==> src/rtl/plt_pkg.sv <==
// plt_pkg: shared constants, status codes and the command struct
// of the packet loss rate tracker; depends on nothing
`default_nettype none

package plt_pkg;

    localparam int COUNT_WIDTH = 48;
    localparam int QUEUE_DEPTH = 2;

    localparam int RATE_WIDTH = 32;
    localparam int SCALE_BITS = 17;

    // thousandths of a percent
    localparam logic [SCALE_BITS-1:0] RATE_SCALE = 17'd100000;
    localparam logic [RATE_WIDTH-1:0] RATE_SAT   = 32'hFFFF_FFFF;
    localparam logic [RATE_WIDTH-1:0] MIN_RESET  = 32'd2147483647;

    localparam logic [1:0] STATUS_OK        = 2'd0;
    localparam logic [1:0] STATUS_RECV_HIGH = 2'd1;
    localparam logic [1:0] STATUS_SENT_BACK = 2'd2;

    // control part of one command from the front to the back
    typedef struct packed {
        logic [1:0] status;
        logic       calc;
    } t_cmd;

endpackage

`default_nettype wire

==> src/rtl/plt_front.sv <==
// plt_front: accepts reports, checks them on their own and against the last OK
// report, and issues commands with the loss and sent deltas; uses plt_pkg
`default_nettype none

module plt_front #(
    parameter int COUNT_WIDTH = plt_pkg::COUNT_WIDTH
) (
    input  wire logic                   i_clk,
    input  wire logic                   i_rst_n,
    input  wire logic                   i_in_valid,
    output logic                        o_in_ready,
    input  wire logic [COUNT_WIDTH-1:0] i_sent_count,
    input  wire logic [COUNT_WIDTH-1:0] i_received_count,
    input  wire logic                   i_full,
    output logic                        o_push,
    output plt_pkg::t_cmd               o_cmd,
    output logic [COUNT_WIDTH-1:0]      o_dl,
    output logic [COUNT_WIDTH-1:0]      o_ds
);

    logic                   r_have_prev;
    logic [COUNT_WIDTH-1:0] r_prev_sent;
    logic [COUNT_WIDTH-1:0] r_prev_lost;
    logic [COUNT_WIDTH-1:0] lost;
    logic [1:0]             status;

    assign o_in_ready = !i_full;
    assign o_push     = i_in_valid && !i_full;
    assign lost       = i_sent_count - i_received_count;

    always_comb begin
        if (i_received_count > i_sent_count) begin
            status = plt_pkg::STATUS_RECV_HIGH;
        end else if (i_sent_count < r_prev_sent) begin
            status = plt_pkg::STATUS_SENT_BACK;
        end else begin
            status = plt_pkg::STATUS_OK;
        end
    end

    assign o_cmd.status = status;
    assign o_cmd.calc   = (status == plt_pkg::STATUS_OK) && r_have_prev && (lost > r_prev_lost);
    assign o_dl         = lost - r_prev_lost;
    assign o_ds         = i_sent_count - r_prev_sent;

    always_ff @(posedge i_clk) begin
        if (!i_rst_n) begin
            r_have_prev <= 1'b0;
            r_prev_sent <= '0;
            r_prev_lost <= '0;
        end else if (o_push && status == plt_pkg::STATUS_OK) begin
            r_have_prev <= 1'b1;
            r_prev_sent <= i_sent_count;
            r_prev_lost <= lost;
        end
    end

endmodule

`default_nettype wire

==> src/rtl/plt_queue.sv <==
// plt_queue: short command queue between front and back
// uses plt_pkg for the command struct
`default_nettype none

module plt_queue #(
    parameter int COUNT_WIDTH = plt_pkg::COUNT_WIDTH,
    parameter int QUEUE_DEPTH = plt_pkg::QUEUE_DEPTH
) (
    input  wire logic                   i_clk,
    input  wire logic                   i_rst_n,
    input  wire logic                   i_push,
    input  wire plt_pkg::t_cmd          i_cmd,
    input  wire logic [COUNT_WIDTH-1:0] i_dl,
    input  wire logic [COUNT_WIDTH-1:0] i_ds,
    output logic                        o_full,
    input  wire logic                   i_pop,
    output logic                        o_valid,
    output plt_pkg::t_cmd               o_cmd,
    output logic [COUNT_WIDTH-1:0]      o_dl,
    output logic [COUNT_WIDTH-1:0]      o_ds
);

    localparam int PTR_W = $clog2(QUEUE_DEPTH);
    localparam int CNT_W = $clog2(QUEUE_DEPTH + 1);

    plt_pkg::t_cmd          r_cmd_q [QUEUE_DEPTH];
    logic [COUNT_WIDTH-1:0] r_dl_q  [QUEUE_DEPTH];
    logic [COUNT_WIDTH-1:0] r_ds_q  [QUEUE_DEPTH];
    logic [PTR_W-1:0]       r_head;
    logic [PTR_W-1:0]       r_tail;
    logic [CNT_W-1:0]       r_count;

    function automatic logic [PTR_W-1:0] next_ptr(input logic [PTR_W-1:0] ptr);
        logic [PTR_W-1:0] res;
        if (ptr == PTR_W'(QUEUE_DEPTH - 1)) begin
            res = '0;
        end else begin
            res = ptr + PTR_W'(1);
        end
        return res;
    endfunction

    assign o_full  = (r_count == CNT_W'(QUEUE_DEPTH));
    assign o_valid = (r_count != '0);
    assign o_cmd   = r_cmd_q[r_head];
    assign o_dl    = r_dl_q[r_head];
    assign o_ds    = r_ds_q[r_head];

    always_ff @(posedge i_clk) begin
        if (i_push) begin
            r_cmd_q[r_tail] <= i_cmd;
            r_dl_q[r_tail]  <= i_dl;
            r_ds_q[r_tail]  <= i_ds;
        end
    end

    always_ff @(posedge i_clk) begin
        if (!i_rst_n) begin
            r_head  <= '0;
            r_tail  <= '0;
            r_count <= '0;
        end else begin
            if (i_push) begin
                r_tail <= next_ptr(r_tail);
            end
            if (i_pop) begin
                r_head <= next_ptr(r_head);
            end
            if (i_push && !i_pop) begin
                r_count <= r_count + CNT_W'(1);
            end else if (!i_push && i_pop) begin
                r_count <= r_count - CNT_W'(1);
            end
        end
    end

    a_no_push_full: assert property (@(posedge i_clk) disable iff (!i_rst_n)
        i_push |-> !o_full)
        else $error("push into a full command queue");

    a_no_pop_empty: assert property (@(posedge i_clk) disable iff (!i_rst_n)
        i_pop |-> o_valid)
        else $error("pop from an empty command queue");

endmodule

`default_nettype wire

==> src/rtl/plt_back.sv <==
// plt_back: serial shift-add multiply by the rate scale, then a 32-step
// restoring divide, min/max tracking and the result register; uses plt_pkg
`default_nettype none

module plt_back #(
    parameter int COUNT_WIDTH = plt_pkg::COUNT_WIDTH
) (
    input  wire logic                   i_clk,
    input  wire logic                   i_rst_n,
    input  wire logic                   i_valid,
    output logic                        o_pop,
    input  wire plt_pkg::t_cmd          i_cmd,
    input  wire logic [COUNT_WIDTH-1:0] i_dl,
    input  wire logic [COUNT_WIDTH-1:0] i_ds,
    output logic                        o_out_valid,
    input  wire logic                   i_out_ready,
    output logic [1:0]                  o_status,
    output logic [31:0]                 o_latest_rate,
    output logic [31:0]                 o_min_rate,
    output logic [31:0]                 o_max_rate
);

    localparam int RW    = plt_pkg::RATE_WIDTH;
    localparam int SB    = plt_pkg::SCALE_BITS;
    localparam int NW    = COUNT_WIDTH + SB;
    localparam int HI_W  = NW - RW;
    localparam int PAD_W = COUNT_WIDTH - HI_W;
    localparam int CNT_W = $clog2(RW);

    localparam logic [2:0] S_IDLE = 3'd0;
    localparam logic [2:0] S_MUL  = 3'd1;
    localparam logic [2:0] S_CHK  = 3'd2;
    localparam logic [2:0] S_DIV  = 3'd3;
    localparam logic [2:0] S_FIN  = 3'd4;

    logic [2:0]             r_state, n_state;
    logic [CNT_W-1:0]       r_cnt, n_cnt;
    plt_pkg::t_cmd          r_cmd, n_cmd;
    logic [COUNT_WIDTH-1:0] r_dl, n_dl;
    logic [COUNT_WIDTH-1:0] r_ds, n_ds;
    logic [NW-1:0]          r_acc, n_acc;
    logic [COUNT_WIDTH-1:0] r_rem, n_rem;
    logic [RW-1:0]          r_q, n_q;
    logic                   r_out_valid, n_out_valid;
    logic [1:0]             r_status, n_status;
    logic [RW-1:0]          r_latest, n_latest;
    logic [RW-1:0]          r_min, n_min;
    logic [RW-1:0]          r_max, n_max;

    logic                   fin_fire;
    logic [COUNT_WIDTH-1:0] hi_ext;
    logic [COUNT_WIDTH:0]   trial;
    logic [COUNT_WIDTH-1:0] diff;
    logic                   ge;

    assign o_pop         = (r_state == S_IDLE) && i_valid;
    assign fin_fire      = (r_state == S_FIN) && (!r_out_valid || i_out_ready);
    assign o_out_valid   = r_out_valid;
    assign o_status      = r_status;
    assign o_latest_rate = r_latest;
    assign o_min_rate    = r_min;
    assign o_max_rate    = r_max;

    // product bits above the quotient width: quotient fits iff this is below ds
    assign hi_ext = {{PAD_W{1'b0}}, r_acc[NW-1:RW]};
    assign trial  = {r_rem, r_q[RW-1]};
    // remainder stays below ds, so the difference fits the count width
    assign diff   = trial[COUNT_WIDTH-1:0] - r_ds;
    assign ge     = (trial >= {1'b0, r_ds});

    always_comb begin
        n_state     = r_state;
        n_cnt       = r_cnt;
        n_cmd       = r_cmd;
        n_dl        = r_dl;
        n_ds        = r_ds;
        n_acc       = r_acc;
        n_rem       = r_rem;
        n_q         = r_q;
        n_out_valid = r_out_valid;
        n_status    = r_status;
        n_latest    = r_latest;
        n_min       = r_min;
        n_max       = r_max;

        if (r_out_valid && i_out_ready) begin
            n_out_valid = 1'b0;
        end

        unique case (r_state)
            S_IDLE: begin
                if (i_valid) begin
                    n_cmd = i_cmd;
                    n_dl  = i_dl;
                    n_ds  = i_ds;
                    n_acc = '0;
                    n_cnt = CNT_W'(SB - 1);
                    n_state = i_cmd.calc ? S_MUL : S_FIN;
                end
            end
            S_MUL: begin
                n_acc = {r_acc[NW-2:0], 1'b0}
                      + (plt_pkg::RATE_SCALE[r_cnt] ? {{SB{1'b0}}, r_dl} : NW'(0));
                n_cnt = r_cnt - CNT_W'(1);
                if (r_cnt == '0) begin
                    n_state = S_CHK;
                end
            end
            S_CHK: begin
                // also covers a zero sent delta
                if (hi_ext >= r_ds) begin
                    n_q     = plt_pkg::RATE_SAT;
                    n_state = S_FIN;
                end else begin
                    n_rem   = hi_ext;
                    n_q     = r_acc[RW-1:0];
                    n_cnt   = CNT_W'(RW - 1);
                    n_state = S_DIV;
                end
            end
            S_DIV: begin
                n_rem = ge ? diff : trial[COUNT_WIDTH-1:0];
                n_q   = {r_q[RW-2:0], ge};
                n_cnt = r_cnt - CNT_W'(1);
                if (r_cnt == '0) begin
                    n_state = S_FIN;
                end
            end
            S_FIN: begin
                if (fin_fire) begin
                    n_out_valid = 1'b1;
                    n_status    = r_cmd.status;
                    if (r_cmd.status == plt_pkg::STATUS_OK) begin
                        if (r_cmd.calc) begin
                            n_latest = r_q;
                            if (r_q < r_min) begin
                                n_min = r_q;
                            end
                            if (r_q > r_max) begin
                                n_max = r_q;
                            end
                        end else begin
                            n_latest = '0;
                        end
                    end
                    n_state = S_IDLE;
                end
            end
            default: begin
                n_state = S_IDLE;
            end
        endcase
    end

    always_ff @(posedge i_clk) begin
        if (!i_rst_n) begin
            r_state     <= S_IDLE;
            r_out_valid <= 1'b0;
            r_latest    <= '0;
            r_min       <= plt_pkg::MIN_RESET;
            r_max       <= '0;
        end else begin
            r_state     <= n_state;
            r_out_valid <= n_out_valid;
            r_latest    <= n_latest;
            r_min       <= n_min;
            r_max       <= n_max;
        end
    end

    always_ff @(posedge i_clk) begin
        r_cnt    <= n_cnt;
        r_cmd    <= n_cmd;
        r_dl     <= n_dl;
        r_ds     <= n_ds;
        r_acc    <= n_acc;
        r_rem    <= n_rem;
        r_q      <= n_q;
        r_status <= n_status;
    end

    a_rem_below_ds: assert property (@(posedge i_clk) disable iff (!i_rst_n)
        (r_state == S_DIV) |-> (r_rem < r_ds))
        else $error("divider remainder not below divisor");

    a_min_le_max: assert property (@(posedge i_clk) disable iff (!i_rst_n)
        (r_max != '0) |-> (r_min <= r_max))
        else $error("minimum rate above maximum rate");

    a_reject_keeps_latest: assert property (@(posedge i_clk) disable iff (!i_rst_n)
        (fin_fire && r_cmd.status != plt_pkg::STATUS_OK) |=> $stable(r_latest))
        else $error("rejected report changed the latest rate");

endmodule

`default_nettype wire

==> src/rtl/packet_loss_rate_tracker.sv <==
// packet_loss_rate_tracker: loss rate from cumulative sent/received reports
// a report that needs a rate passes a shift-add multiply, a range check and a
// serial divide before its result; other reports go straight to the result
// the back takes no new report before it has issued the result of the last one;
// a two-entry command queue lets the front keep accepting until the queue is full
// reset: synchronous, clears control state and rates; min rate returns to 2147483647
`default_nettype none

module packet_loss_rate_tracker #(
    parameter int COUNT_WIDTH = plt_pkg::COUNT_WIDTH,
    parameter int QUEUE_DEPTH = plt_pkg::QUEUE_DEPTH
) (
    input  wire logic                   i_clk,
    input  wire logic                   i_rst_n,
    input  wire logic                   i_in_valid,
    output logic                        o_in_ready,
    input  wire logic [COUNT_WIDTH-1:0] i_sent_count,
    input  wire logic [COUNT_WIDTH-1:0] i_received_count,
    output logic                        o_out_valid,
    input  wire logic                   i_out_ready,
    output logic [1:0]                  o_status,
    output logic [31:0]                 o_latest_rate,
    output logic [31:0]                 o_min_rate,
    output logic [31:0]                 o_max_rate
);

    logic                   push;
    logic                   full;
    plt_pkg::t_cmd          front_cmd;
    logic [COUNT_WIDTH-1:0] front_dl;
    logic [COUNT_WIDTH-1:0] front_ds;
    logic                   pop;
    logic                   q_valid;
    plt_pkg::t_cmd          q_cmd;
    logic [COUNT_WIDTH-1:0] q_dl;
    logic [COUNT_WIDTH-1:0] q_ds;

    plt_front #(
        .COUNT_WIDTH (COUNT_WIDTH)
    ) u_front (
        .i_clk            (i_clk),
        .i_rst_n          (i_rst_n),
        .i_in_valid       (i_in_valid),
        .o_in_ready       (o_in_ready),
        .i_sent_count     (i_sent_count),
        .i_received_count (i_received_count),
        .i_full           (full),
        .o_push           (push),
        .o_cmd            (front_cmd),
        .o_dl             (front_dl),
        .o_ds             (front_ds)
    );

    plt_queue #(
        .COUNT_WIDTH (COUNT_WIDTH),
        .QUEUE_DEPTH (QUEUE_DEPTH)
    ) u_queue (
        .i_clk   (i_clk),
        .i_rst_n (i_rst_n),
        .i_push  (push),
        .i_cmd   (front_cmd),
        .i_dl    (front_dl),
        .i_ds    (front_ds),
        .o_full  (full),
        .i_pop   (pop),
        .o_valid (q_valid),
        .o_cmd   (q_cmd),
        .o_dl    (q_dl),
        .o_ds    (q_ds)
    );

    plt_back #(
        .COUNT_WIDTH (COUNT_WIDTH)
    ) u_back (
        .i_clk         (i_clk),
        .i_rst_n       (i_rst_n),
        .i_valid       (q_valid),
        .o_pop         (pop),
        .i_cmd         (q_cmd),
        .i_dl          (q_dl),
        .i_ds          (q_ds),
        .o_out_valid   (o_out_valid),
        .i_out_ready   (i_out_ready),
        .o_status      (o_status),
        .o_latest_rate (o_latest_rate),
        .o_min_rate    (o_min_rate),
        .o_max_rate    (o_max_rate)
    );

endmodule

`default_nettype wire
==> config.mk <==
export PLATFORM = sky130hd
export DESIGN_NAME = packet_loss_rate_tracker
export DESIGN_NICKNAME = d
export VERILOG_FILES = /design/src/rtl/plt_pkg.sv /design/src/rtl/plt_front.sv /design/src/rtl/plt_queue.sv /design/src/rtl/plt_back.sv /design/src/rtl/packet_loss_rate_tracker.sv
export SDC_FILE = /design/constraint.sdc
export NUM_CORES = 2
export LEC_CHECK = 0
export BUFFER_PORTS_ARGS = -buffer_cell sky130_fd_sc_hd__clkbuf_2
export CAP_MARGIN = 10
export CORE_UTILIZATION = 40
export CTS_BUF_LIST = sky130_fd_sc_hd__clkbuf_8
export DETAILED_ROUTE_END_ITERATION = 16
export GPL_TIMING_DRIVEN = 1
export PLACE_DENSITY = 0.55
export SLEW_MARGIN = 10
export SYNTH_ARGS = -nofsm -noshare
export SYNTH_HDL_FRONTEND = slang
export SYNTH_SLANG_ARGS = --single-unit
==> constraint.sdc <==
create_clock -name i_clk -period 15.5 [get_ports i_clk]
set_input_delay 3.1 -clock i_clk [delete_from_list [all_inputs] [get_ports i_clk]]
set_output_delay 3.1 -clock i_clk [all_outputs]
set_load 0.005 [all_outputs]
==> impl_metrics.py <==
metrics = {
    "outcome": {
        "status": "finished clean",
    },
    "worst_hold_path": {
        "min_from": "u_back.o_latest_rate[1]",
        "min_path_type": "reg2reg",
        "worstHoldPathCells": 2,
        "hold_end": "u_back.o_latest_rate[1]",
    },
    "worst_setup_path": {
        "r2r_end": "u_front.r_prev_lost[0]",
        "r2r_slack_ns": 10.91,
        "ff2ff_path_depth": 13,
        "cp_max_fo": 6,
        "worstPathArrival_ns": 8.22,
        "path_class": "in2reg",
        "cp-start-kind": "input pin",
        "critPathCaptureType": "flop",
        "r2r-start": "u_front.r_prev_sent[0]",
        "required_ns": 16.00,
    },
    "floorplanning": {
        "rows": 116,
        "core_area_sq_um": 100000,
        "initial_core_util_pct": 40.5,
        "die_h_um": 321,
        "ioPinCount": 200,
        "die_x_um": 321,
        "die_area_sq_um": 103000,
    },
    "global_route": {
        "grt_max_degree": 107,
        "antenna_found_initial": 1,
        "grt_overflow": 0,
        "grt_pass1_wl_mm": 174,
        "use_met3_pct": 2.56,
        "use_met1_pct": 31.3,
        "grt_use_total_pct": 21.4,
        "use_met2_pct": 33.3,
        "grt_pass1_vias": 30000,
        "grt-busiest-layer": "met2",
    },
    "place": {
        "port_buffers": 199,
        "routabilityCongestion": 0.917,
        "dp_hpwl_mm": 84.4,
        "placed_cell_area_sq_um": 42900,
        "placed_cells": 5722,
    },
    "cts": {
        "cts.clk_slew.worst_paths_ns": 0.06,
        "postCtsSetupBuffers": 0,
        "clockBufferDepth": 3,
        "cts_tree": "yes",
        "clock-sinks": 652,
        "numCtsBuffers": 117,
        "postCtsHoldBufs": 0,
        "clk_latency_ns": 0.80,
        "clockRootBuffer": "clkbuf_8",
        "cts_resized": 0,
        "htreeDepth": 3,
    },
    "power": {
        "design_power_total_w": 0.00864,
        "ir_drop_uv": 92.3,
        "p_per_area_nw_per_um2": 191,
        "p_leak_nw": 18.2,
    },
    "sta": {
        "hold_violations": 0,
        "fmax_mhz": 130,
        "fin_skew_ns": 0.0457,
        "max_slew_margin_pct": 28.7,
        "slew_violations": 0,
        "timing.hold.ws_ns": 0.448,
        "setup_total_negative_slack_ns": 0,
        "worst_pin_slew_ns": 1.07,
        "post-route-period-util_pct": 49.8,
        "fin_crit_ns": 7.72,
        "rsz0062_at_grt": "false",
        "finalSetupViolCount": 0,
    },
    "yosys": {
        "synth-edff-count": 449,
        "synth_top_area_share_pct": 33.1,
        "synth_nets": 4756,
        "synthCells": 4312,
        "yosys-top-cells-area": "edfxtp_1 33%, ha_1 10%, dfxtp_1 10%, nand2_1 5.4%, a21oi_1 5.1%",
        "yosysWarnings": 0,
        "synth_top_family_by_area": "compound AO/OA/AOI/OAI gates",
        "yosysSeqAreaShare_pct": 43.1,
        "synth_xor_area_share_pct": 4.50,
        "yosysUniqueCellTypes": 97,
        "synth_seq_cells": 652,
        "synth_compound_area_share_pct": 17.8,
        "yosysTopAreaCell": "edfxtp_1",
        "syn_area_per_cell_sq_um": 9.43,
        "syn_area_sq_um": 40700,
        "ys_top_cells_by_count": "586 x nand2_1, 449 x edfxtp_1, 411 x a21oi_1, 339 x ha_1, 333 x inv_1",
        "synth-simple-area-share_pct": 14.3,
        "synth_mux_area_share_pct": 4.60,
        "synth_fa_ha_area_share_pct": 10.7,
        "synthMostInstantiatedCell": "nand2_1",
        "synthArstFlopShare_pct": 0,
        "synth_flop_cell": "edfxtp_1",
    },
    "final_layout": {
        "final_area_sq_um": 45200,
        "fin_cells": 5940,
        "drive_gt1_share_pct": 11.8,
        "area_growth_pct": 11.1,
        "fillCellCount": 9922,
        "nNetsFinal": 4928,
    },
    "drt": {
        "drt-vias-per-instance": 5.33,
        "wl_mm": 112,
        "drc_errors": 0,
        "drt_pre_antenna_iters": 6,
        "vias": 31600,
        "antenna_left": 0,
        "drt-initial-drc-count": 2146,
        "detail_route.wl_per_cell_um": 18.8,
    },
    "run": {
        "cap_violations": 0,
    },
}
-- worst max-delay path by stage --
stage / from / cells after the start / to
after global routing: i_sent_count[0] / 23 / u_queue.r_dl_q[0][44]
after CTS: i_sent_count[0] / 23 / u_queue.r_dl_q[0][40]
final: i_received_count[3] / 22 / u_queue.r_dl_q[0][40]
after global placement: i_received_count[0] / 22 / u_queue.r_dl_q[0][40]
after detailed placement: i_sent_count[0] / 23 / u_queue.r_dl_q[0][40]
after floorplan: i_in_valid / 2 / u_queue.r_cmd_q[0][0]
-- report_power, final --
part	internal (W)	switching (W)	total (W)
Sequential	0.00259	0.000304	0.00289
Clock	0.000847	0.000754	0.00160
Combinational	0.00162	0.00253	0.00415
Total	0.00505	0.00359	0.00864
-- metal layers --
metal	part of all wire, %	vias to the layer above	routed length [um]
li1	-	15900	-
met1	50	15000	56000
met2	44	682	49000
met3	3.8	140	4200
met4	2.1	0	2310
met5	0	-	0
-- metrics by stage --
step	utilization, %	setup slack, ns
floorplan	-	7.59
global placement	42.7	7.01
detailed placement	42.7	7.06
CTS	45.0	7.88
global route	45.0	7.52
finish	45.0	7.78
-- worst max-delay path: stages --
cell and delay [ns]:
clkbuf_2 0.08, inv_1 0.17, ha_1 0.32, o211ai_1 0.18, a21oi_1 0.09, o41a_4 0.48
a211oi_1 0.32, o21ai_0 0.20, o41ai_1 0.57, o21ai_0 0.22, xor2_1 0.24, ha_1 0.33
inv_1 0.10, o21bai_1 0.08, a21oi_1 0.18, nand2_1 0.06, or3_1 0.34, a41oi_2 0.35
o21ai_1 0.18, a21boi_2 0.31, o21ai_0 0.14, xor2_1 0.17
-- cells by family (layout without fill, tap and decap cells) --
kind of cell               count (synthesis)  after routing
and+or+nand+nor                         1275           1275
AOI/OAI and AO/OA                       1151           1151
DFF                                      652            652
buffers and inverters                    507            775
adders and majority gates                344            344
xor gates and xnor gates                 209            209
muxes                                    174            174
other                                      0              3
-- sequential cells by signal, indices dropped and copies added (netlist names), 2 cells and up, named ones only --
register and flops:
u_back.o_latest_rate 32, u_back.o_max_rate 32, u_back.o_min_rate 32, u_back.o_status 2
u_back.r_acc 65, u_back.r_cmd 3, u_back.r_cnt 5, u_back.r_dl 48
u_back.r_ds 48, u_back.r_q 32, u_back.r_rem 48, u_back.r_state 3
u_front.r_prev_lost 48, u_front.r_prev_sent 48, u_queue.r_cmd_q 6, u_queue.r_count 2
u_queue.r_dl_q 96, u_queue.r_ds_q 96
-- placed cells by master (no fill, tap or decap), types with 62 or more instances in the layout --
master,netlist,layout
a21o_1,152,152
a21oi_1,411,410
clkbuf_2,4,198
clkbuf_8,0,128
dfxtp_1,203,202
edfxtp_1,449,449
ha_1,339,339
inv_1,333,386
mux2_2,101,101
mux2i_1,72,72
nand2_1,586,583
nand3_1,97,97
nand4_1,62,62
nor2_1,232,228
o21ai_0,232,232
xnor2_1,130,130
xor2_1,79,79
-- cell type report --
| class | instances | area (sq um) | area share (%) |
|---|---|---|---|
| antenna | 3 | 7.51 | 0.0166 |
| clock inverter | 87 | 547 | 1.21 |
| timing repair buffer | 226 | 1200 | 2.66 |
| clock buffer | 128 | 1760 | 3.90 |
| tap | 1357 | 1700 | 3.76 |
| sequential | 652 | 17600 | 38.8 |
| inverter | 334 | 1260 | 2.78 |
| multi-input combinational | 3153 | 21200 | 46.9 |
Power figures use the tool's default switching activity.
